### config.mk
export PLATFORM = sky130hd
export DESIGN_NAME = sic_queue
export DESIGN_NICKNAME = d
export VERILOG_FILES = /design/src/rtl/sic_pkg.sv /design/src/rtl/sic_queue.sv
export SDC_FILE = /design/constraint.sdc
export NUM_CORES = 1
export LEC_CHECK = 0
export BUFFER_PORTS_ARGS = -buffer_cell sky130_fd_sc_hd__buf_4
export CELL_PAD_IN_SITES_DETAIL_PLACEMENT = 2
export CELL_PAD_IN_SITES_GLOBAL_PLACEMENT = 2
export CORE_MARGIN = 1.5
export CORE_UTILIZATION = 49
export CTS_CLUSTER_SIZE = 28
export DETAILED_ROUTE_END_ITERATION = 12
export PLACE_DENSITY_LB_ADDON = 0.1
export SLEW_MARGIN = 5
export SYNTH_ARGS = -nofsm -noshare
export SYNTH_HDL_FRONTEND = slang
export SYNTH_SLANG_ARGS = --single-unit
export TNS_END_PERCENT = 100
### constraint.sdc
create_clock -name clk -period 3.2 [get_ports clk]
set_input_delay 0.32 -clock clk [delete_from_list [all_inputs] [get_ports clk]]
set_output_delay 0.32 -clock clk [all_outputs]
set_load 0.02 [all_outputs]
### src/rtl/sic_pkg.sv
// Shared types and constants for the Sampson inlier classifier.
// Used by every module of the block and by its checker; depends on nothing.

package sic_pkg;

  // Field widths of the correspondence stream.
  localparam int COORD_WIDTH = 16;
  localparam int INDEX_WIDTH = 16;
  localparam int COORD_FRAC  = COORD_WIDTH - 2;
  localparam int CNT_W       = INDEX_WIDTH + 1;
  localparam logic [CNT_W-1:0] CNT_MAX = CNT_W'(1) << INDEX_WIDTH;

  // Matrix entries, threshold and its square.
  localparam int F_W         = 16;
  localparam int ROW_W       = 3 * F_W;
  localparam int THR_W       = 16;
  localparam int TT_W        = 2 * THR_W;
  localparam int THRESH_FRAC = 20;
  localparam int unsigned THR_RESET = 1573;
  localparam logic [TT_W-1:0] TT_RESET = TT_W'(THR_RESET * THR_RESET);

  // Configuration register map.
  localparam int CFG_IDX_W = 2;
  typedef enum logic [CFG_IDX_W-1:0] {
    REG_ROW_ZERO,
    REG_ROW_ONE,
    REG_ROW_TWO,
    REG_THRESHOLD
  } cfg_reg_t;

  // Queue between the classifier pipeline and the result stage.
  localparam int QDEPTH = 16;
  localparam int QPTR_W = 4;
  localparam int QCNT_W = QPTR_W + 1;

  // Pipeline depth of the classifier.
  localparam int STAGES = 8;

  // One correspondence.
  typedef struct packed {
    logic signed [COORD_WIDTH-1:0] first_x;
    logic signed [COORD_WIDTH-1:0] first_y;
    logic signed [COORD_WIDTH-1:0] second_x;
    logic signed [COORD_WIDTH-1:0] second_y;
    logic [INDEX_WIDTH-1:0]        match_index;
    logic                          set_end;
  } match_t;

  // One classified correspondence.
  typedef struct packed {
    logic [INDEX_WIDTH-1:0] result_index;
    logic                   is_inlier;
    logic [CNT_W-1:0]       inlier_count;
    logic                   count_final;
  } result_t;

  // Side information carried down the pipeline.
  typedef struct packed {
    logic [INDEX_WIDTH-1:0] index;
    logic                   last;
  } meta_t;

  // Verdict handed from the classifier to the result stage.
  typedef struct packed {
    logic [INDEX_WIDTH-1:0] index;
    logic                   inlier;
    logic                   last;
  } class_t;

endpackage

### src/rtl/sic_queue.sv
// Queue of verdicts between the classifier pipeline and the result stage,
// with a registered read port. Depends on sic_pkg.

module sic_queue (
  input  logic            clk,
  input  logic            rst,
  input  logic            wr,
  input  sic_pkg::class_t wdata,
  input  logic            rd,
  output logic            avail,
  output sic_pkg::class_t rdata
);
  import sic_pkg::*;

  class_t              mem [QDEPTH];
  logic [QPTR_W-1:0]   wptr;
  logic [QPTR_W-1:0]   rptr;
  logic [QCNT_W-1:0]   mcnt;
  logic [QCNT_W-1:0]   mcnt_next;
  logic                dvalid;
  logic                fetch;

  // Refill the output register whenever it is free or being drained.
  assign fetch = (mcnt != '0) && (!dvalid || rd);
  assign avail = dvalid;

  always_comb begin
    mcnt_next = mcnt;
    if (wr && !fetch) begin
      mcnt_next = mcnt + QCNT_W'(1);
    end else if (!wr && fetch) begin
      mcnt_next = mcnt - QCNT_W'(1);
    end
  end

  // Storage array.
  always_ff @(posedge clk) begin
    if (wr) begin
      mem[wptr] <= wdata;
    end
    if (fetch) begin
      rdata <= mem[rptr];
    end
  end

  // Pointers, fill count and output valid.
  always_ff @(posedge clk) begin
    if (rst) begin
      wptr   <= '0;
      rptr   <= '0;
      mcnt   <= '0;
      dvalid <= 1'b0;
    end else begin
      mcnt <= mcnt_next;
      if (wr) begin
        wptr <= wptr + QPTR_W'(1);
      end
      if (fetch) begin
        rptr   <= rptr + QPTR_W'(1);
        dvalid <= 1'b1;
      end else if (rd) begin
        dvalid <= 1'b0;
      end
    end
  end

endmodule

After elaboration in Yosys (flattened, before gate mapping). Memories as Yosys holds them, arrays and structs flattened. A register that Yosys moved wholly into a read port is not among the register bits. Index checks and enable logic that the tools add are counted.

Output and inout bits: 19. Memory bits (writable): 288. Register bits: 14. Memories: 1. Bits of input ports: 22. Word-level logic and storage cells: 25.

Memory list: mem (words 16, bits a word 18, rd ports 1, clocked after memory_dff 1, wr ports 1, RTL line sic_queue.sv:15) `class_t mem [QDEPTH];`.

Add/subtract/negate cells: 4. Multiplexer cells: 6. Reductions and logical operators: 10.

Operator list (number): two-way mux 5 bit (2); adder 4 x 1 -> 4 bit, second input constant (2); adder 5 x 1 -> 5 bit, second input constant (1); nonzero test 5 bit (1); subtractor 5 x 1 -> 5 bit, second input constant (1); two-way mux 1 bit (4); nonzero test 2 bit (2); logical AND 1 bit (3); logical NOT 1 bit (3); logical OR 1 bit (1).

Depth between registers and ports, before layout. Gate-level depths: netlist of the first run.

Depth in word-level cells: 6. Depth in mapped cells: 9. Mapped depth without buffers: 9.

Worst setup path after synthesis of the first run. Ideal clock, no wire load.

Path type: reg2reg. From: register mcnt[0]. To: register mcnt[4]. Period minus slack after synthesis: 2.532 ns. Arrival: 2.412 ns. Setup time: 0.121 ns. Path slack: 0.668 ns. Cell stages (with the launch flop): 10. Data required time: 3.079 ns. Path through: dfxtp_1 -> or4_4 -> o21ai_4 -> ha_1 -> inv_1 -> fa_1 -> nand3_1 -> a211oi_1 -> a31oi_1 -> mux2_2.

Word-level cells in the longest chain between the ends: 5.

RTL lines: start: declaration (RTL line sic_queue.sv:18) `logic [QCNT_W-1:0] mcnt;`; start signal: assignment (RTL line sic_queue.sv:54) `mcnt <= mcnt_next;`; parallel branches: the longest is 5 deep, another holds subtractor 5 x 1 -> 5 bit.

Parallel ways; which one is timed is not known. The select of a mux whose other input is x is not followed. A chain may end at the register's enable or synchronous reset.

Final worst setup path of the first run. Same ends and word-level chain as after synthesis.

==> run_results.csv, run 1 <==
group,metric,value,unit
clock_tree,clock_path_buffers,3,
synthesis,synth_top_cells_by_count,"edfxtp_1 (306), mux4_2 (72), a22oi_1 (36)",
worst_setup_path,required,3590,ps
layout,area_delta_synth_final,16.5,%
worst_setup_path,cp_cell_sequence,"or4_4 -> o21ai_4 -> ha_1 -> inv_1 -> fa_1 -> nand3_1 -> a211oi_1 -> a31oi_1 -> mux2_2",
die,rows,57,
synthesis,synth.top_cells.by_area,"edfxtp_1 (75%), mux4_2 (13%), dfxtp_1 (2.3%)",
synthesis,synth_xor_area_frac,0.00575,
worst_setup_path,worst_setup_path_start_kind,"register",
die,core_area,24400,sq um
clock_tree,cts_hold_buf,0,
synthesis,synthMuxAreaShare,0.136,
die,start_util,0.500,
worst_setup_path,crit_slowest_cell,"or4_4",
worst_setup_path,slowest_delay,600,ps
clock_tree,postCtsSetupRepairBufs,0,
worst_setup_path,startpoint,"mcnt[0]",
layout,multiInputGateArea,2570,sq um
layout,seq_area,9470,sq um
synthesis,synth-adder-area-share,0.0109,
die,die-area,25800,sq um
die,die_w,161,um
route,dr.pass1.iters,4,
route,avgViaCountPerCell,6.20,
job,maxCapViolCount,0,
sta,clock_skew,23.9,ps
pwr,ir_worst_vdd,0.502,mV
global_route,grt_pass1_vias,6977,
synthesis,syn_inst,562,
pwr,p_leak,4.68,nW
sta,rsz0062_at_grt,"no",
pwr,total_power,11.7,mW
layout,final_util,0.582,
synthesis,synth_warnings,0,
sta,hold_slack,92.2,ps
synthesis,synth_ff_type,"edfxtp_1",
clock_tree,htree_num_levels,2,
min_path,holdCritPathClass,"input pin to register",
placement,port_buffers,40,
synthesis,synth_seq_cells,320,
pwr,powerDensity,826,nW/um^2
route,drtIter0Drc,732,
synthesis,syn_nets,594,
synthesis,synth-edff-count,306,
layout,nFillCells,1981,
synthesis,synth_area,12200,sq um
layout,nNetsFinal,675,
layout,drive_gt1_frac,0.299,
global_route,gr-usage-all-layers,0.287,
placement,pre_cts_ws,404,ps
min_path,min_from,"wdata[11]",
worst_setup_path,path_class,"register to register",
sta,fmax,352,MHz
route,routedWlPerCell,35.8,um
global_route,grt_max_degree,49,
worst_setup_path,crit_arrival,3240,ps
status,status,"finished clean",
synthesis,synth_most_common_cell,"edfxtp_1",
clock_tree,numCtsBuffers,37,
synthesis,synth.distinct_cells,35,
layout,antenna_cells,0,
synthesis,synthSimpleGateAreaFrac,0.0287,
synthesis,ys_seq_area_frac,0.777,
clock_tree,clk_pin_slew,60,ps
sta,setup_ws,356,ps
synthesis,synth_compound_area_frac,0.0281,
global_route,grt_remaining_overflow,0,
synthesis,async_flop_share,0,
clock_tree,root_buffer,"clkbuf_16",
clock_tree,clkLatencyLatePin,530,ps
die,ios,41,
sta,setup_viol,0,
sta,period_minus_slack,2840,ps
sta,fin_setup_tns,0,ps
worst_setup_path,r2r-start,"mcnt[0]",
placement,gp_congestion,0.686,
sta,timing.final.hold_violations,0,
global_route,antenna_found_initial,0,
clock_tree,cts-resized-gates,0,
sta,max_slew.worst_pin.slew,910,ps
worst_setup_path,crit_path_end_kind,"register",
route,drtAntennaViolNets,0,
synthesis,syn_area_per_cell,21.7,sq um
route,wl,35600,um
placement,hpwl,19400,um
route,vias,6160,
clock_tree,cts.sinks,320,
sta,final_max_slew_viol_count,0,
clock_tree,cts_tree,"built",
global_route,grt_pass1_wl,51000,um
synthesis,synth_top_family_by_area,"multiplexers",
die,die_y,161,um
synthesis,synth_top_area_share,0.754,
worst_setup_path,path_max_fanout,5,
sta,max_slew_margin,0.393,
synthesis,yosys.area.top_type,"edfxtp_1",
sta,finalCritPeriodShare,0.889,
route,drcViolationCount,0,
-- power by group --
part	total [mW]	switching, mW	internal [mW]
registers	5.09	0.203	4.88
logic	2.40	1.29	1.11
clock network	4.25	1.74	2.51
-- path summary, 6_finish.rpt --
path         depth (start not counted)    endpoint  slack (ps)
min                                  1  mem[5][11]          90
max reg2reg                          9     mcnt[4]         360
max                                  9     mcnt[4]         360
min reg2reg                          2     mcnt[2]         570
-- kinds of logic after synthesis --
kind of cell,after synthesis
flops,320
xor+xnor,8
buf+inv,31
mux,76
fa+ha+maj,10
compound gates,46
simple gates,71
-- flip-flops by register name (all words and copies together), names as in the netlist --
name,count
mem,288
rdata,18
mcnt,5
rptr,4
wptr,4
avail,1
-- layout make-up --
cell class | instances | area share
tap | 324 | 0.0285
multi-input combinational | 211 | 0.181
timing repair buffer | 69 | 0.0391
clock buffer | 48 | 0.0725
clock inverter | 18 | 0.0114
sequential | 320 | 0.667
inverter | 4 | 0.00106
-- per-stage QoR --
stage                     instance area, sq um  instances
after floorplan                          12200        562
after global placement                   13000        928
after detailed placement                 13000        928
after CTS                                14200        994
after global routing                     14200        994
final                                    14200        994
-- cells in the final DEF (no fill, tap or decap), types with 3 or more instances in the layout --
cell type  synthesis  final
edfxtp_1         306    306
mux4_2            72     72
buf_4              4     66
clkbuf_16          0     39
a22oi_1           36     36
nand2_1           22     22
nor2_1            19     18
and2_1            17     17
dfxtp_1           14     12
ha_1               9      9
clkinv_1           0      8
clkbuf_1          12      7
xor2_1             6      6
clkinv_2           0      5
inv_1              4      4
a21oi_1            4      4
mux2i_1            3      3
bufinv_16          0      3
buf_12             0      3
-- critical path, delay by kind of cell, from the launching register on --
kind,cells,cell delay (ps)
buf+inv,1,120
compound gates,3,500
mux,1,360
fa+ha+maj,2,650
flops,1,360
simple gates,2,730
-- metal layers --
metal	track usage	part of all wire
met2	0.494	0.52
met4	0.0749	0.021
met1	0.391	0.41
met3	0.0354	0.046
met5	0	0
No activity file was read; power rests on OpenSTA's default activity.
==> inputs of run 2 (changes only) <==
--- a/config.mk
+++ b/config.mk
@@ -12,6 +12,7 @@
 export CORE_UTILIZATION = 49
 export CTS_CLUSTER_SIZE = 28
 export DETAILED_ROUTE_END_ITERATION = 12
+export MAX_ROUTING_LAYER = met4
 export PLACE_DENSITY_LB_ADDON = 0.1
 export SLEW_MARGIN = 5
 export SYNTH_ARGS = -nofsm -noshare
==> run_results.csv, run 2 (synthesis gave the netlist of run 1 again) <==
group,metric,value,unit
sta,clock_skew,24.0,ps
clock_tree,clkLatencyLatePin,530,ps
sta,max_slew_margin,0.393,
global_route,antenna_found_initial,0,
route,routedWlPerCell,35.8,um
clock_tree,cts-resized-gates,0,
sta,final_max_slew_viol_count,0,
worst_setup_path,crit_buf_inv,1,
pwr,ir_worst_vdd,0.499,mV
pwr,pwr-share-seq,0.434,
layout,final_cell_mix,"edfxtp_1 (306), mux4_2 (72), buf_4 (66), clkbuf_16 (39), a22oi_1 (36)",
min_path,holdCritPathClass,"input pin to register",
placement,place_area,13000,sq um
die,rows,57,
route,drtAntennaViolNets,0,
pwr,clkPwrFrac,0.361,
sta,hold_slack,91.3,ps
worst_setup_path,cp_cell_sequence,"or4_4 -> o21ai_4 -> ha_1 -> inv_1 -> fa_1 -> nand3_1 -> a211oi_1 -> a31oi_1 -> mux2_2",
placement,gp_congestion,0.693,
clock_tree,numCtsBuffers,37,
layout,fin_cells,994,
die,ios,41,
worst_setup_path,crit_path_end_kind,"register",
worst_setup_path,crit_arrival,3240,ps
route,avgViaCountPerCell,6.21,
sta,setup_viol,0,
die,core_area,24400,sq um
die,start_util,0.500,
pwr,power_frac_comb,0.205,
pwr,p_int,8.50,mW
route,dr.pass1.iters,5,
sta,period_minus_slack,2850,ps
worst_setup_path,required,3600,ps
route,drcViolationCount,0,
global_route,grt_pass1_wl,51000,um
layout,layout_commonest_cell,"edfxtp_1",
worst_setup_path,path_class,"register to register",
worst_setup_path,cp_top_family,"simple AND/OR/NAND/NOR gates",
sta,max_slew.worst_pin.slew,910,ps
clock_tree,postCtsSetupRepairBufs,0,
placement,numPlacedInstances,928,
clock_tree,cts.sinks,320,
clock_tree,cts_tree,"built",
global_route,gr-usage-all-layers,0.296,
sta,timing.final.hold_violations,0,
global_route,grt_pass1_vias,6981,
clock_tree,clk_pin_slew,70,ps
pwr,swShare,0.275,
pwr,switchingPower,3.22,mW
clock_tree,cts_hold_buf,0,
job,maxCapViolCount,0,
sta,fmax,351,MHz
route,vias,6168,
die,die_w,161,um
worst_setup_path,crit_slowest_cell,"or4_4",
worst_setup_path,worst_setup_path_start_kind,"register",
placement,hpwl,19400,um
layout,largest_reg_flops,288,
sta,rsz0062_at_grt,"no",
layout,final_util,0.582,
worst_setup_path,path_max_fanout,5,
status,status,"finished clean",
route,wl,35600,um
die,die-area,25800,sq um
die,die_y,161,um
layout,area_delta_synth_final,16.5,%
pwr,powerDensity,825,nW/um^2
layout,drive_gt1_frac,0.299,
route,drtIter0Drc,649,
clock_tree,clock_path_buffers,3,
sta,finalCritPeriodShare,0.890,
layout,antenna_cells,0,
layout,regMostFlops,"mem",
layout,top_regs,"mem (288), rdata (18), mcnt (5)",
clock_tree,htree_num_levels,2,
global_route,grt_remaining_overflow,0,
global_route,grt_max_degree,49,
sta,fin_setup_tns,0,ps
layout,fin_area,14200,sq um
clock_tree,root_buffer,"clkbuf_16",
pwr,p_leak,4.68,nW
placement,port_buffers,40,
layout,nNetsFinal,675,
worst_setup_path,slowest_delay,600,ps
-- run 2: cell counts in the layout (fill, tap and decap cells not counted) --
No cell type changed its count.
-- run 2: power by group through the flow --
stage	sequential, mW	combinational (mW)	clock (mW)
2_1_floorplan	5.21	1.56	0
3_3_place_gp	5.14	2.26	0
3_5_place_dp	5.17	2.38	0
4_1_cts	5.10	2.43	4.30
5_1_grt	5.12	2.57	4.42
6_report	5.09	2.40	4.24
-- run 2: worst paths after layout --
check | start | end | slack [ps] | cells past startpoint
setup / recovery | mcnt[0] | mcnt[4] | 350 | 9
hold / removal | wdata[8] | mem[1][8] | 90 | 1
setup reg to reg | mcnt[0] | mcnt[4] | 350 | 9
hold reg to reg | mcnt[2] | mcnt[2] | 570 | 2
-- run 2: stage by stage --
step           power, mW  setup WS, ps
2_1_floorplan       6.76           668
4_1_cts             11.8           348
3_5_place_dp        7.55           404
6_report            11.7           353
5_1_grt             12.1           207
3_3_place_gp        7.41           533
-- run 2: per-layer routing --
layer,part of all wire,up-vias,track usage
met5,0,-,-
met4,0.021,0,0.0732
met3,0.048,61,0.0343
met2,0.52,236,0.495
met1,0.41,3379,0.391
li1,-,2492,-
-- run 2: layout make-up --
type                    instances  area (sq um)
flip-flops and latches        320          9470
clock buffers                  48          1030
repair buffers                 69           556
inverters                       4          15.0
multi-input cells             211          2570
clock inverters                18           161
fillers                      1981         10200
well taps                     324           405
