File: config.mk
export PLATFORM = sky130hd
export DESIGN_NAME = sic_back
export DESIGN_NICKNAME = d
export VERILOG_FILES = /design/src/rtl/sic_pkg.sv /design/src/rtl/sic_back.sv
export SDC_FILE = /design/constraint.sdc
export NUM_CORES = 1
export LEC_CHECK = 0
export BUFFER_PORTS_ARGS = -buffer_cell sky130_fd_sc_hd__buf_4
export CAP_MARGIN = 20
export CORE_UTILIZATION = 40
export DETAILED_ROUTE_END_ITERATION = 16
export PLACE_DENSITY = 0.67
export SYNTH_ARGS = -nofsm -noshare
export SYNTH_HDL_FRONTEND = slang
export SYNTH_SLANG_ARGS = --single-unit
File: constraint.sdc
create_clock -name clk -period 2.35 [get_ports clk]
set_clock_uncertainty 0.2 [all_clocks]
set_input_delay 0.3525 -clock clk [delete_from_list [all_inputs] [get_ports clk]]
set_output_delay 0.3525 -clock clk [all_outputs]
set_load 0.05 [all_outputs]
File: src/rtl/sic_pkg.sv
// Shared types and constants for the Sampson inlier classifier.
// Used by every module of the block and by its checker; depends on nothing.

package sic_pkg;

  // Field widths of the correspondence stream.
  localparam int COORD_WIDTH = 16;
  localparam int INDEX_WIDTH = 16;
  localparam int COORD_FRAC  = COORD_WIDTH - 2;
  localparam int CNT_W       = INDEX_WIDTH + 1;
  localparam logic [CNT_W-1:0] CNT_MAX = CNT_W'(1) << INDEX_WIDTH;

  // Matrix entries, threshold and its square.
  localparam int F_W         = 16;
  localparam int ROW_W       = 3 * F_W;
  localparam int THR_W       = 16;
  localparam int TT_W        = 2 * THR_W;
  localparam int THRESH_FRAC = 20;
  localparam int unsigned THR_RESET = 1573;
  localparam logic [TT_W-1:0] TT_RESET = TT_W'(THR_RESET * THR_RESET);

  // Configuration register map.
  localparam int CFG_IDX_W = 2;
  typedef enum logic [CFG_IDX_W-1:0] {
    REG_ROW_ZERO,
    REG_ROW_ONE,
    REG_ROW_TWO,
    REG_THRESHOLD
  } cfg_reg_t;

  // Queue between the classifier pipeline and the result stage.
  localparam int QDEPTH = 16;
  localparam int QPTR_W = 4;
  localparam int QCNT_W = QPTR_W + 1;

  // Pipeline depth of the classifier.
  localparam int STAGES = 8;

  // One correspondence.
  typedef struct packed {
    logic signed [COORD_WIDTH-1:0] first_x;
    logic signed [COORD_WIDTH-1:0] first_y;
    logic signed [COORD_WIDTH-1:0] second_x;
    logic signed [COORD_WIDTH-1:0] second_y;
    logic [INDEX_WIDTH-1:0]        match_index;
    logic                          set_end;
  } match_t;

  // One classified correspondence.
  typedef struct packed {
    logic [INDEX_WIDTH-1:0] result_index;
    logic                   is_inlier;
    logic [CNT_W-1:0]       inlier_count;
    logic                   count_final;
  } result_t;

  // Side information carried down the pipeline.
  typedef struct packed {
    logic [INDEX_WIDTH-1:0] index;
    logic                   last;
  } meta_t;

  // Verdict handed from the classifier to the result stage.
  typedef struct packed {
    logic [INDEX_WIDTH-1:0] index;
    logic                   inlier;
    logic                   last;
  } class_t;

endpackage

File: src/rtl/sic_back.sv
// Result stage: running inlier count per set and the result register.
// Depends on sic_pkg.

module sic_back (
  input  logic             clk,
  input  logic             rst,
  input  logic             avail,
  input  sic_pkg::class_t  verdict,
  output logic             take,
  output logic             empty,
  input  logic             pop,
  output sic_pkg::result_t result
);
  import sic_pkg::*;

  logic [CNT_W-1:0] running;
  logic [CNT_W-1:0] count_next;
  logic             ovalid;

  // Take the next verdict when the result register is free or popped.
  assign take  = avail && (!ovalid || pop);
  assign empty = !ovalid;

  // Count including this item, saturating at the set size limit.
  always_comb begin
    count_next = running;
    if (verdict.inlier && (running != CNT_MAX)) begin
      count_next = running + CNT_W'(1);
    end
  end

  always_ff @(posedge clk) begin
    if (take) begin
      result <= '{result_index: verdict.index,
                  is_inlier:    verdict.inlier,
                  inlier_count: count_next,
                  count_final:  verdict.last};
    end
  end

  // Count restarts after the last item of a set.
  always_ff @(posedge clk) begin
    if (rst) begin
      running <= '0;
      ovalid  <= 1'b0;
    end else begin
      if (take) begin
        running <= verdict.last ? '0 : count_next;
        ovalid  <= 1'b1;
      end else if (pop) begin
        ovalid  <= 1'b0;
      end
    end
  end

endmodule

# Yosys cells after proc, flatten, opt, wreduce, memory -nomap -nowiden
# Cells that the tools add are included.
[word_totals]
regBits = 53
input_bits = 22
elab_cells = 17
[op_classes]
n_addsub = 1
n_eq_ne = 1
muxes = 4
n_reduce_logical = 5
[op_table]
columns = ["op", "n"]
rows = [
  ["17-bit two-way mux", 2],
  ["17-bit by 1-bit adder with 17-bit output (second input constant)", 1],
  ["17-bit inequality test (second input constant)", 1],
  ["1-bit logical AND", 2],
  ["1-bit two-way mux", 2],
  ["2-bit nonzero test", 1],
  ["1-bit zero test", 1],
  ["1-bit logical OR", 1],
]

# Longest topological paths before layout
# Gate-level depths: netlist (run 1).
[depth]
ltp_word = 4
depth_mapped = 6
mapped_depth_nobuf = 6

# Worst setup path after synthesis (run 1)
# No wires, ideal clock.
[synth_path]
path_kind = "input to register"
start = "in pop"
end = "reg result[0] (netlist name), enable pin"
setup_time_ps = 404
t_arrival_ps = 1743
required_time_ps = 1746
setup_slack_ps = 3
stages = 4
path_cell_list = "nand2b_1 nand2_1 clkbuf_1 inv_1"
[synth_between]
elab_chain_cells = 2
[synth_lines]
columns = ["item", "line_no", "text"]
rows = [
  ["start: declaration", "sic_back.sv:11", "input logic pop,"],
  ["1-bit logical OR", "sic_back.sv:21", "assign take = avail && (!ovalid || pop);"],
  ["1-bit logical AND", "sic_back.sv:21", ""],
  ["net take", "sic_back.sv:9", "output logic take,"],
  ["end signal: assignment", "sic_back.sv:34", "result <= '{result_index: verdict.index,"],
  ["end: declaration", "sic_back.sv:12", "output sic_pkg::result_t result"],
]
# The timed path passes the listed nets, and every way through them passes these cells.
# A chain may end at the register's enable or synchronous reset.

# Final worst setup path (run 1)
[layout_path]
start = "reg running[0]"
end = "reg running[2]"
[layout_between]
elab_chain_cells = 4
[layout_lines]
columns = ["item", "line_no", "text"]
rows = [
  ["start: declaration", "sic_back.sv:16", "logic [CNT_W-1:0] running;"],
  ["start signal: assignment", "sic_back.sv:48", "running <= verdict.last ? '0 : count_next;"],
  ["parallel branches: the longest is 2 deep, another holds 17-bit by 1-bit adder with 17-bit output", "n/a", ""],
  ["17-bit two-way mux *", "sic_back.sv:27", "if (verdict.inlier && (running != CNT_MAX)) begin"],
  ["17-bit two-way mux *", "sic_back.sv:48", ""],
]
# Mark *: on every way between the ends.

==> summary.txt, run 1 <==
Final layout
  • Number of nets at the end of the flow: slightly below 300
  • Synth-to-Final Area Change: 25.30%
  • Count of antenna diodes in the layout: 0
  • Most frequent standard cell in the layout excluding fill and tap cells: sky130_fd_sc_hd__buf_4
  • Share of cells above drive strength 1: 0.2974
  • Highest-count cells in the layout ignoring fill and taps: sky130_fd_sc_hd__buf_4 (67), sky130_fd_sc_hd__edfxtp_1 (35), sky130_fd_sc_hd__dfxtp_1 (18), sky130_fd_sc_hd__o21ai_0 (12)
  • Number of filler instances in the final layout: 533

Clock tree
  • Number of buffers inserted for hold repair after clock tree synthesis: 0
  • Post-CTS sizing: 0
  • H-tree levels: 2
  • # clock sinks: 53
  • Clock Pin Slew Worst Setup and Hold Paths: about 90 ps
  • TritonCTS clock tree: done
  • CTS buffer count: 5
  • Post CTS Setup Buffer Count: 0
  • Worst-skew pair later-pin latency: just over 300 ps
  • Buffer levels on the longest clock path: 2
  • Master cell of the clock root buffer: sky130_fd_sc_hd__clkbuf_8

Timing
  • Tightest slew margin relative to the limit: 0.6372
  • Minimum period implied by the final worst setup slack: about 2100 ps
  • Setup total negative slack: 0 ps
  • Number of max-slew violations in the final report: 0
  • Total count of hold-check failures in the final report: 0
  • Final critical-path share of the clock period: 0.9004
  • Top achievable clock speed: approximately 470 MHz
  • Unrepaired setup endpoints after global routing: false
  • Slew at the pin closest to its max-slew limit: 544.3 ps
  • Setup Viol. Count Final: 0

Logic synthesis
  • Number of distinct library cells after synthesis: 43
  • Xor and xnor fraction of the mapped netlist area: 0.05892
  • Most area-consuming cells after synthesis: sky130_fd_sc_hd__edfxtp_1 (44%), sky130_fd_sc_hd__dfxtp_1 (15%), sky130_fd_sc_hd__xnor2_1 (3.7%), sky130_fd_sc_hd__o21ai_0 (2.5%), sky130_fd_sc_hd__a21oi_1 (2.3%)
  • Post-synthesis cell count: 208
  • Combinational family with the most area after synthesis: simple AND/OR/NAND/NOR gates
  • Most instantiated flip-flop cell in the synthesis netlist: sky130_fd_sc_hd__edfxtp_1
  • Multiplexer fraction of the synthesized cell area: 0
  • Compound-Gate Fraction of Synth Area: 0.1168
  • Flip-flop and latch count after synthesis: 53
  • Dominant cell type by area after synthesis: sky130_fd_sc_hd__edfxtp_1
  • Fraction of the mapped netlist area in adder cells: 0.01052
  • Count of yosys warnings during synthesis: 0
  • Post-Syn Nets: 232
  • Async set-or-reset flop fraction in the synthesized netlist: 0
  • EDFF count, synth: 35
  • Simple logic cell fraction of the synthesized area: 0.1699
  • Part of the Yosys area used for sequential elements: 0.5934
  • Mean instance size in the synthesized netlist: 11.44 um2
  • Area share of the largest cell type after synthesis: 0.4419
  • Cell area after technology mapping: 2379 um2

Worst setup path
  • Critical path data required time: ~2400 ps
  • Data arrival, critical path: approximately 2200 ps
  • Slack of the worst reg-to-reg path: 230 ps
  • Reg-to-reg critical path endpoint: running[2]
  • Register-to-Register Path Depth: 6
  • Critical path launch point type: flip-flop
  • Worst reg2reg path startpoint: running[0]
  • Max FO, Critical Path: 10
  • Type of destination of the critical path: flip-flop
  • Kind of critical path: reg -> reg

GRT
  • Pin count of the biggest net entering global routing: 27
  • Antenna violations before repair: 0
  • Number of global-route vias before repair: between 1.5k and 2k
  • Tot GR Track Use: 0.1706
  • Grt total ovfl: 0
  • Wire length of the first global-routing pass: 8100 um

Route
  • Post-route antenna net violation count: 0
  • Total routed wirelength: 5009 um
  • Avg Vias per Cell: 5.375
  • Number of search-and-repair iterations in the first detailed-routing pass: 4
  • Drt wl/cell: between 10 and 15 um
  • Starting DRC count in detailed routing: 99
  • Number of vias in the routed layout: 1833
  • DR DRC count: 0

Min path
  • Hold path cells: 1
  • Endpoint with the worst hold slack: result[33]
  • Hold Crit Class: in -> reg
  • Hold Crit Start: verdict[16]

Job
  • Number of maximum-capacitance violations: 0

Floorplan
  • Initial core utilization: 0.4241
  • Core ar.: 5608 um2
  • Die Span X: 79.11 um
  • I/O pin count: 59
  • Height of the die: 79.11 um
  • Die area: 6258 um2
  • Number of rows created at floorplan: 27

Place
  • Placer's final routability congestion estimate: about 0.86
  • Detailed-placement wirelength estimate: 3601 um
  • Count of input and output buffers: 58

Outcome
  • Outcome: completed

Pwr
  • Worst ir drop on vdd: 0.2445 mV
  • Pwr per Cell Area: 609.3 nW/um2
  • Static Leak: 1.113 nW
  • Design Power: 1.816 mW
==> logic make-up (layout without fill, tap and decap cells) <==
kind of cell,after synthesis,count (layout)
AO/OA/AOI/OAI,43,43
XOR/XNOR,16,16
adder cells (fa/ha/maj),2,2
buffers and inverters,25,86
flip-flops,53,53
AND/OR/NAND/NOR,69,69
==> report_power, final <==
group / internal [mW] / switching (mW) / total [mW] / leakage (nW)
logic: 0.0832 / 0.191 / 0.274 / 0.587
clock network: 0.210 / 0.291 / 0.501 / 0.0374
registers: 1.03 / 0.0106 / 1.04 / 0.489
==> state kept, by name, indices dropped and copies added, names as in the netlist <==
name     cells
ovalid       1
running     17
result      35
==> final cells by class <==
cell class	count	area [um2]	share of cell area
Tap cell	72	90.09	0.03023
Sequential cell	53	1411	0.4736
Clock inverter	2	15.01	0.005038
Multi-Input combinational cell	130	847.1	0.2842
Clock buffer	6	72.57	0.02435
Timing Repair Buffer	67	503.0	0.1688
Inverter	11	41.29	0.01385
==> critical path, cell delays in order (launching register included) <==
cell	delay, ps
sky130_fd_sc_hd__dfxtp_1	360
sky130_fd_sc_hd__inv_1	150
sky130_fd_sc_hd__ha_1	180
sky130_fd_sc_hd__nor4b_1	280
sky130_fd_sc_hd__a41oi_2	330
sky130_fd_sc_hd__a211o_1	380
sky130_fd_sc_hd__a31oi_1	160
==> metrics by stage <==
step	instance area, um2	std cells	hold slack (ps)	utilization	worst slack, ps
2_1_floorplan	2379	208	251.4	-	2.943
3_3_place_gp	2893	333	302.4	0.5158	352.0
3_5_place_dp	2893	333	324.8	0.5158	264.3
5_1_grt	2980	341	3.293	0.5315	64.82
6_report	2980	341	15.88	0.5315	234.1
4_1_cts	2980	341	7.646	0.5315	243.3
==> layer usage <==
metal,up-vias,wire length (um),global-route usage,part of all wire
li1,890,-,-,-
met1,863,2240,0.2164,0.45
met2,73,2361,0.2793,0.47
met3,7,335,0.03333,0.067
met4,0,71,0.08000,0.014
met5,-,0,0,0
==> synthesized netlist by cell type (all sizes together), types with 3 or more instances <==
cell type and instances:
a21oi 11, nand4 8, edfxtp 35, o21ai 12, nor4 4, clkbuf 6, nand3 8, xnor2 10
nand2 11, nor3 3, a31oi 7, nor2b 3, dfxtp 18, or3 7, nor2 9, a41oi 4
nand2b 3, inv 11, buf 8, xor2 6
==> worst max path at each step <==
| stage | startpoint | slack [ps] | to | depth (start not counted) |
|---|---|---|---|---|
| 3_5_place_dp | running[0] | 260 | running[2] | 6 |
| 3_3_place_gp | running[1] | 350 | running[16] | 5 |
| 6_report | running[0] | 230 | running[2] | 6 |
| 4_1_cts | running[0] | 240 | running[2] | 6 |
| 5_1_grt | running[0] | 60 | running[1] | 6 |
| 2_1_floorplan | pop | 3 | result[0] | 4 |
Power figures use the tool's default switching activity.
==> inputs of run 2 (changes only) <==
CORE_UTILIZATION = 48   (was 40)
PLACE_DENSITY = 0.77   (was 0.67)
==> summary.txt, run 2 (same netlist as run 1, synthesis figures left out) <==
Outcome
  • Outcome: completed

Place
  • Detailed-placement wirelength estimate: 3228 um (-10%)
  • Placement Cell Area: 2884 um2 (-0.30%)
  • Placer's final routability congestion estimate: 0.8894 (+4.0%)
  • Count of input and output buffers: 58 (unchanged)
  • Placement Setup Slack: 279.3 ps (+14.97 ps)
  • Number of instances in the placed design: 326 (-2.1%)

Floorplan
  • Height of the die: 72.40 um (-8.5%)
  • Die area: 5241 um2 (-16%)
  • Initial core utilization: 0.5003 (+0.07612)
  • Number of rows created at floorplan: 25 (-7.4%)
  • I/O pin count: 59 (unchanged)
  • Die Span X: 72.40 um (-8.5%)
  • Core ar.: 4755 um2 (-15%)

Final layout
  • Layout Cell Area excl Fill: 2988 um2 (+0.25%)
  • Highest-count cells in the layout ignoring fill and taps: sky130_fd_sc_hd__buf_4 (64), sky130_fd_sc_hd__edfxtp_1 (35), sky130_fd_sc_hd__dfxtp_1 (18), sky130_fd_sc_hd__o21ai_0 (12)
  • Number of nets at the end of the flow: 290 (-0.68%)
  • Count of antenna diodes in the layout: 0 (unchanged)
  • Largest registers: result (35), running (17), ovalid (1)
  • Top register by number of flip-flops: result
  • Number of filler instances in the final layout: 395 (-26%)
  • Synth-to-Final Area Change: 25.62%
  • Footprint of the multi-input gates: 847.1 um2 (unchanged)
  • Share of cells above drive strength 1: 0.2932 (-0.004165)
  • Count of placed standard cells in the final layout, fillers left out: 333 (-2.3%)
  • Share of the core filled with cells: 0.6284 (+0.09696)
  • Sequential standard cell area: 1411 um2 (unchanged)
  • Number of flip-flops under the largest register name: 35 (unchanged)
  • Most frequent standard cell in the layout excluding fill and tap cells: sky130_fd_sc_hd__buf_4

Worst setup path
  • Critical path data required time: 2390 ps (about the same)
  • Slack of the worst reg-to-reg path: 250 ps (+20 ps)
  • Number of logic stages on the critical path including buffering: 5 (-1)
  • Worst setup path start: running[1]
  • Reg-to-reg critical path endpoint: running[16]
  • Critical path destination: running[16]
  • Buffer and inverter count on the worst path: 0 (-1)
  • Sequence of cells on the critical path: ha_1 -> and4_1 -> nand4_4 -> or4_1 -> a31oi_1
  • Kind of critical path: reg -> reg
  • Critical path launch point type: flip-flop
  • Type of destination of the critical path: flip-flop
  • Slowest cell on the critical path: sky130_fd_sc_hd__or4_1
  • Data arrival, critical path: 2140 ps (about the same)
  • Worst reg2reg path startpoint: running[1]
  • Register-to-Register Path Depth: 5 (-1)
  • Delay of the slowest cell on the worst path: 530 ps (+150 ps)
  • Cell class contributing the biggest share of worst-path delay: simple AND/OR/NAND/NOR gates
  • Max FO, Critical Path: 7 (-3)

Timing
  • Tightest slew margin relative to the limit: 0.5469 (-0.09024)
  • Number of max-slew violations in the final report: 0 (unchanged)
  • Unrepaired setup endpoints after global routing: false
  • Final setup slack of the worst path: 251.0 ps (+16.91 ps)
  • Total count of hold-check failures in the final report: 0 (unchanged)
  • Setup Viol. Count Final: 0 (unchanged)
  • Final critical-path share of the clock period: 0.8932 (-0.007196)
  • Top achievable clock speed: 476.4 MHz (+0.81%)
  • Slew at the pin closest to its max-slew limit: 674.4 ps (+130.2 ps)
  • Setup total negative slack: 0 ps (unchanged)
  • Minimum period implied by the final worst setup slack: 2099 ps (-16.91 ps)

Pwr
  • Worst ir drop on vdd: 0.2928 mV (+20%)
  • Combinational share of power: 0.144 (-0.007)
  • Pwr per Cell Area: 634.5 nW/um2 (+4.1%)
  • Reported net switching power: 0.4724 mW (-4.0%)
  • Internal Power: 1.423 mW (+7.5%)
  • Part of the total power dissipated in the clock network: 0.307 (+0.031)
  • Share of power burned in registers: 0.549 (-0.024)
  • Net switching share of the total power: 0.2492 (-0.02171)
  • Static Leak: 1.124 nW (+0.97%)

Clock tree
  • Post CTS Setup Buffer Count: 0 (unchanged)
  • Clock Pin Slew Worst Setup and Hold Paths: 90 ps (about the same)
  • Worst-skew pair later-pin latency: 300 ps (about the same)
  • H-tree levels: 2 (unchanged)
  • TritonCTS clock tree: done
  • CTS buffer count: 5 (unchanged)
  • Buffer levels on the longest clock path: 2 (unchanged)
  • Master cell of the clock root buffer: sky130_fd_sc_hd__clkbuf_8
  • # clock sinks: 53 (unchanged)
  • Number of buffers inserted for hold repair after clock tree synthesis: 0 (unchanged)
  • Post-CTS sizing: 0 (unchanged)

GRT
  • Wire length of the first global-routing pass: 7355 um (-9.2%)
  • Number of global-route vias before repair: 1567 (-11%)
  • Tot GR Track Use: 0.1827 (+0.01204)
  • Grt total ovfl: 0 (unchanged)
  • Antenna violations before repair: 0 (unchanged)
  • Pin count of the biggest net entering global routing: 36 (+33%)

Job
  • Number of maximum-capacitance violations: 0 (unchanged)

Route
  • Avg Vias per Cell: 5.462 (+1.6%)
  • Drt wl/cell: 13.65 um (-7.1%)
  • Post-route antenna net violation count: 0 (unchanged)
  • Total routed wirelength: 4545 um (-9.3%)
  • Number of vias in the routed layout: 1819 (-0.76%)
  • Starting DRC count in detailed routing: 81 (-18%)
  • DR DRC count: 0 (unchanged)
  • Number of search-and-repair iterations in the first detailed-routing pass: 4 (unchanged)

Min path
  • Hold path cells: 1 (unchanged)
  • Hold Crit Class: in -> reg
run 2: layout make-up:
class                           instances  area share
Sequential cell                        53      0.4724
Multi-Input combinational cell        130      0.2835
Tap cell                               67     0.02806
Clock inverter                          2     0.01173
Clock buffer                            5     0.02303
Inverter                               11     0.01382
Timing Repair Buffer                   65      0.1675
run 2: worst register-to-register path, cell delays in order, from the launching register on:
cell and delay (ps):
sky130_fd_sc_hd__dfxtp_1 430, sky130_fd_sc_hd__ha_1 270, sky130_fd_sc_hd__and4_1 280, sky130_fd_sc_hd__nand4_4 160, sky130_fd_sc_hd__or4_1 530, sky130_fd_sc_hd__a31oi_1 160
run 2: worst min path at each step:
stage / end / start
after global placement: running[15] / running[15]
after floorplan: result[0] / verdict[0]
after CTS: result[20] / verdict[3]
after global routing: result[20] / verdict[3]
after detailed placement: running[14] / running[14]
final: result[20] / verdict[3]
run 2: routing by layer:
layer,GRT usage,up-vias,part of all wire
li1,-,887,-
met1,0.2382,865,0.45
met2,0.3022,63,0.48
met3,0.04167,4,0.065
met4,0.05882,0,0.0075
met5,0,-,0
run 2: power by group through the flow:
stage | sequential, mW | combinational, mW | clock (mW)
global placement | 1.06 | 0.272 | 0
finish | 1.04 | 0.272 | 0.582
detailed placement | 1.06 | 0.274 | 0
global route | 1.04 | 0.285 | 0.636
floorplan | 1.18 | 0.0532 | 0
CTS | 1.04 | 0.274 | 0.596
run 2: metrics by stage:
stage	power [mW]	hold WS, ps
after floorplan	1.235	251.4
after global placement	1.334	301.8
after detailed placement	1.337	311.0
after CTS	1.913	14.50
after global routing	1.966	5.791
final	1.896	23.67
==> inputs of run 3 (changes only) <==
PLACE_DENSITY = 0.78   (was 0.77)
==> summary.txt, run 3 (same netlist as run 1, synthesis figures left out) <==
Outcome
  • Outcome: completed

GRT
  • Grt total ovfl: 0 (unchanged)
  • Wire length of the first global-routing pass: 7541 um (+2.5%)
  • Pin count of the biggest net entering global routing: 36 (unchanged)
  • Tot GR Track Use: 0.1902 (+0.007516)
  • Antenna violations before repair: 0 (unchanged)
  • Number of global-route vias before repair: 1593 (+1.7%)

Clock tree
  • # clock sinks: 53 (unchanged)
  • Post CTS Setup Buffer Count: 0 (unchanged)
  • TritonCTS clock tree: done
  • Post-CTS sizing: 0 (unchanged)
  • H-tree levels: 2 (unchanged)
  • Worst-skew pair later-pin latency: 310 ps (about the same)
  • CTS buffer count: 5 (unchanged)
  • Number of buffers inserted for hold repair after clock tree synthesis: 0 (unchanged)
  • Master cell of the clock root buffer: sky130_fd_sc_hd__clkbuf_8
  • Buffer levels on the longest clock path: 2 (unchanged)
  • Clock Pin Slew Worst Setup and Hold Paths: 100 ps (about the same)

Route
  • Avg Vias per Cell: 5.494 (+0.58%)
  • Starting DRC count in detailed routing: 106 (+31%)
  • DR DRC count: 0 (unchanged)
  • Number of search-and-repair iterations in the first detailed-routing pass: 6 (+2)
  • Total routed wirelength: 4903 um (+7.9%)
  • Post-route antenna net violation count: 0 (unchanged)
  • Drt wl/cell: 14.68 um (+7.6%)
  • Number of vias in the routed layout: 1835 (+0.88%)

Floorplan
  • Initial core utilization: 0.5003 (unchanged)
  • I/O pin count: 59 (unchanged)
  • Die Span X: 72.40 um (unchanged)
  • Core ar.: 4755 um2 (unchanged)
  • Number of rows created at floorplan: 25 (unchanged)
  • Die area: 5241 um2 (unchanged)
  • Height of the die: 72.40 um (unchanged)

Timing
  • Top achievable clock speed: 468.1 MHz (-1.8%)
  • Total count of hold-check failures in the final report: 0 (unchanged)
  • Minimum period implied by the final worst setup slack: 2136 ps (+37.45 ps)
  • Tightest slew margin relative to the limit: 0.5802 (+0.03330)
  • Setup Viol. Count Final: 0 (unchanged)
  • Number of max-slew violations in the final report: 0 (unchanged)
  • Setup total negative slack: 0 ps (unchanged)
  • Slew at the pin closest to its max-slew limit: 624.9 ps (-49.57 ps)
  • Unrepaired setup endpoints after global routing: false
  • Final critical-path share of the clock period: 0.9091 (+0.01593)

Worst setup path
  • Slowest cell on the critical path: sky130_fd_sc_hd__or4_1
  • Type of destination of the critical path: flip-flop
  • Buffer and inverter count on the worst path: 0 (unchanged)
  • Delay of the slowest cell on the worst path: 550 ps (+20 ps)
  • Cell class contributing the biggest share of worst-path delay: simple AND/OR/NAND/NOR gates
  • Critical path launch point type: flip-flop
  • Sequence of cells on the critical path: ha_1 -> and4_1 -> nand4_4 -> or4_1 -> a31oi_1
  • Critical path data required time: 2390 ps (about the same)
  • Kind of critical path: reg -> reg
  • Data arrival, critical path: 2180 ps (+40 ps)
  • Max FO, Critical Path: 7 (unchanged)

Pwr
  • Worst ir drop on vdd: 0.2759 mV (-5.8%)
  • Static Leak: 1.122 nW (-0.19%)
  • Pwr per Cell Area: 638.7 nW/um2 (+0.66%)
  • Design Power: 1.912 mW (+0.87%)

Final layout
  • Count of antenna diodes in the layout: 0 (unchanged)
  • Number of nets at the end of the flow: 290 (unchanged)
  • Synth-to-Final Area Change: 25.88%
  • Top register by number of flip-flops: result
  • Share of cells above drive strength 1: 0.2921 (-0.001098)
  • Largest registers: result (35), running (17), ovalid (1)
  • Most frequent standard cell in the layout excluding fill and tap cells: sky130_fd_sc_hd__buf_4
  • Highest-count cells in the layout ignoring fill and taps: sky130_fd_sc_hd__buf_4 (64), sky130_fd_sc_hd__edfxtp_1 (35), sky130_fd_sc_hd__dfxtp_1 (18), sky130_fd_sc_hd__o21ai_0 (12)
  • Number of flip-flops under the largest register name: 35 (unchanged)

Min path
  • Hold Crit Class: in -> reg

Place
  • Detailed-placement wirelength estimate: 3491 um (+8.1%)
  • Count of input and output buffers: 58 (unchanged)
  • Placer's final routability congestion estimate: 0.8608 (-3.2%)

Job
  • Number of maximum-capacitance violations: 0 (unchanged)
-- run 3: changes by cell type in the layout (fill, tap and decap cells not counted), sizes merged --
cell,previous run,this run
clkinvlp,0,1
-- run 3: power breakdown --
part           switching, mW  internal, mW  total [mW]
combinational          0.190        0.0836       0.274
clock                  0.284         0.313       0.597
sequential            0.0108          1.03        1.04
-- run 3: metrics by stage --
| stage | hold WS (ps) | area, um2 | setup WS [ps] | instances | util |
|---|---|---|---|---|---|
| after floorplan | 251.4 | 2379 | 2.943 | 208 | - |
| after global placement | 303.0 | 2884 | 354.9 | 326 | 0.6066 |
| after detailed placement | 321.6 | 2884 | 260.6 | 326 | 0.6066 |
| after CTS | 17.20 | 2994 | 235.9 | 334 | 0.6297 |
| after global routing | 4.014 | 2994 | 73.43 | 334 | 0.6297 |
| final | 23.40 | 2994 | 213.6 | 334 | 0.6297 |
-- run 3: area by class of cell --
cell class | instances | area (um2)
inverters | 11 | 41.29
fillers | 404 | 1760
clock inverters | 3 | 41.29
repair buffers | 65 | 500.5
flip-flops and latches | 53 | 1411
well taps | 67 | 83.83
multi-input cells | 130 | 847.1
clock buffers | 5 | 68.82
-- run 3: final timing paths --
path	slack (ps)	endpoint	cells after the start	start
setup / recovery	210	running[16]	5	running[1]
hold / removal	20	result[31]	1	verdict[14]
setup reg to reg	210	running[16]	5	running[1]
hold reg to reg	340	running[15]	2	running[15]
-- run 3: layer usage --
| metal | vias to the layer above | wire length (um) | track usage |
|---|---|---|---|
| li1 | 890 | - | - |
| met1 | 862 | 2101 | 0.2350 |
| met2 | 74 | 2361 | 0.3167 |
| met3 | 9 | 344 | 0.04722 |
| met4 | 0 | 97 | 0.08279 |
| met5 | - | 0 | 0 |
-- run 3: worst reg2reg max path: cells and delay by family (launching register included) --
family	cells	cell delay (ps)
AOI/OAI and AO/OA	1	180
DFF	1	420
adders and majority gates	1	270
and+or+nand+nor	3	1010
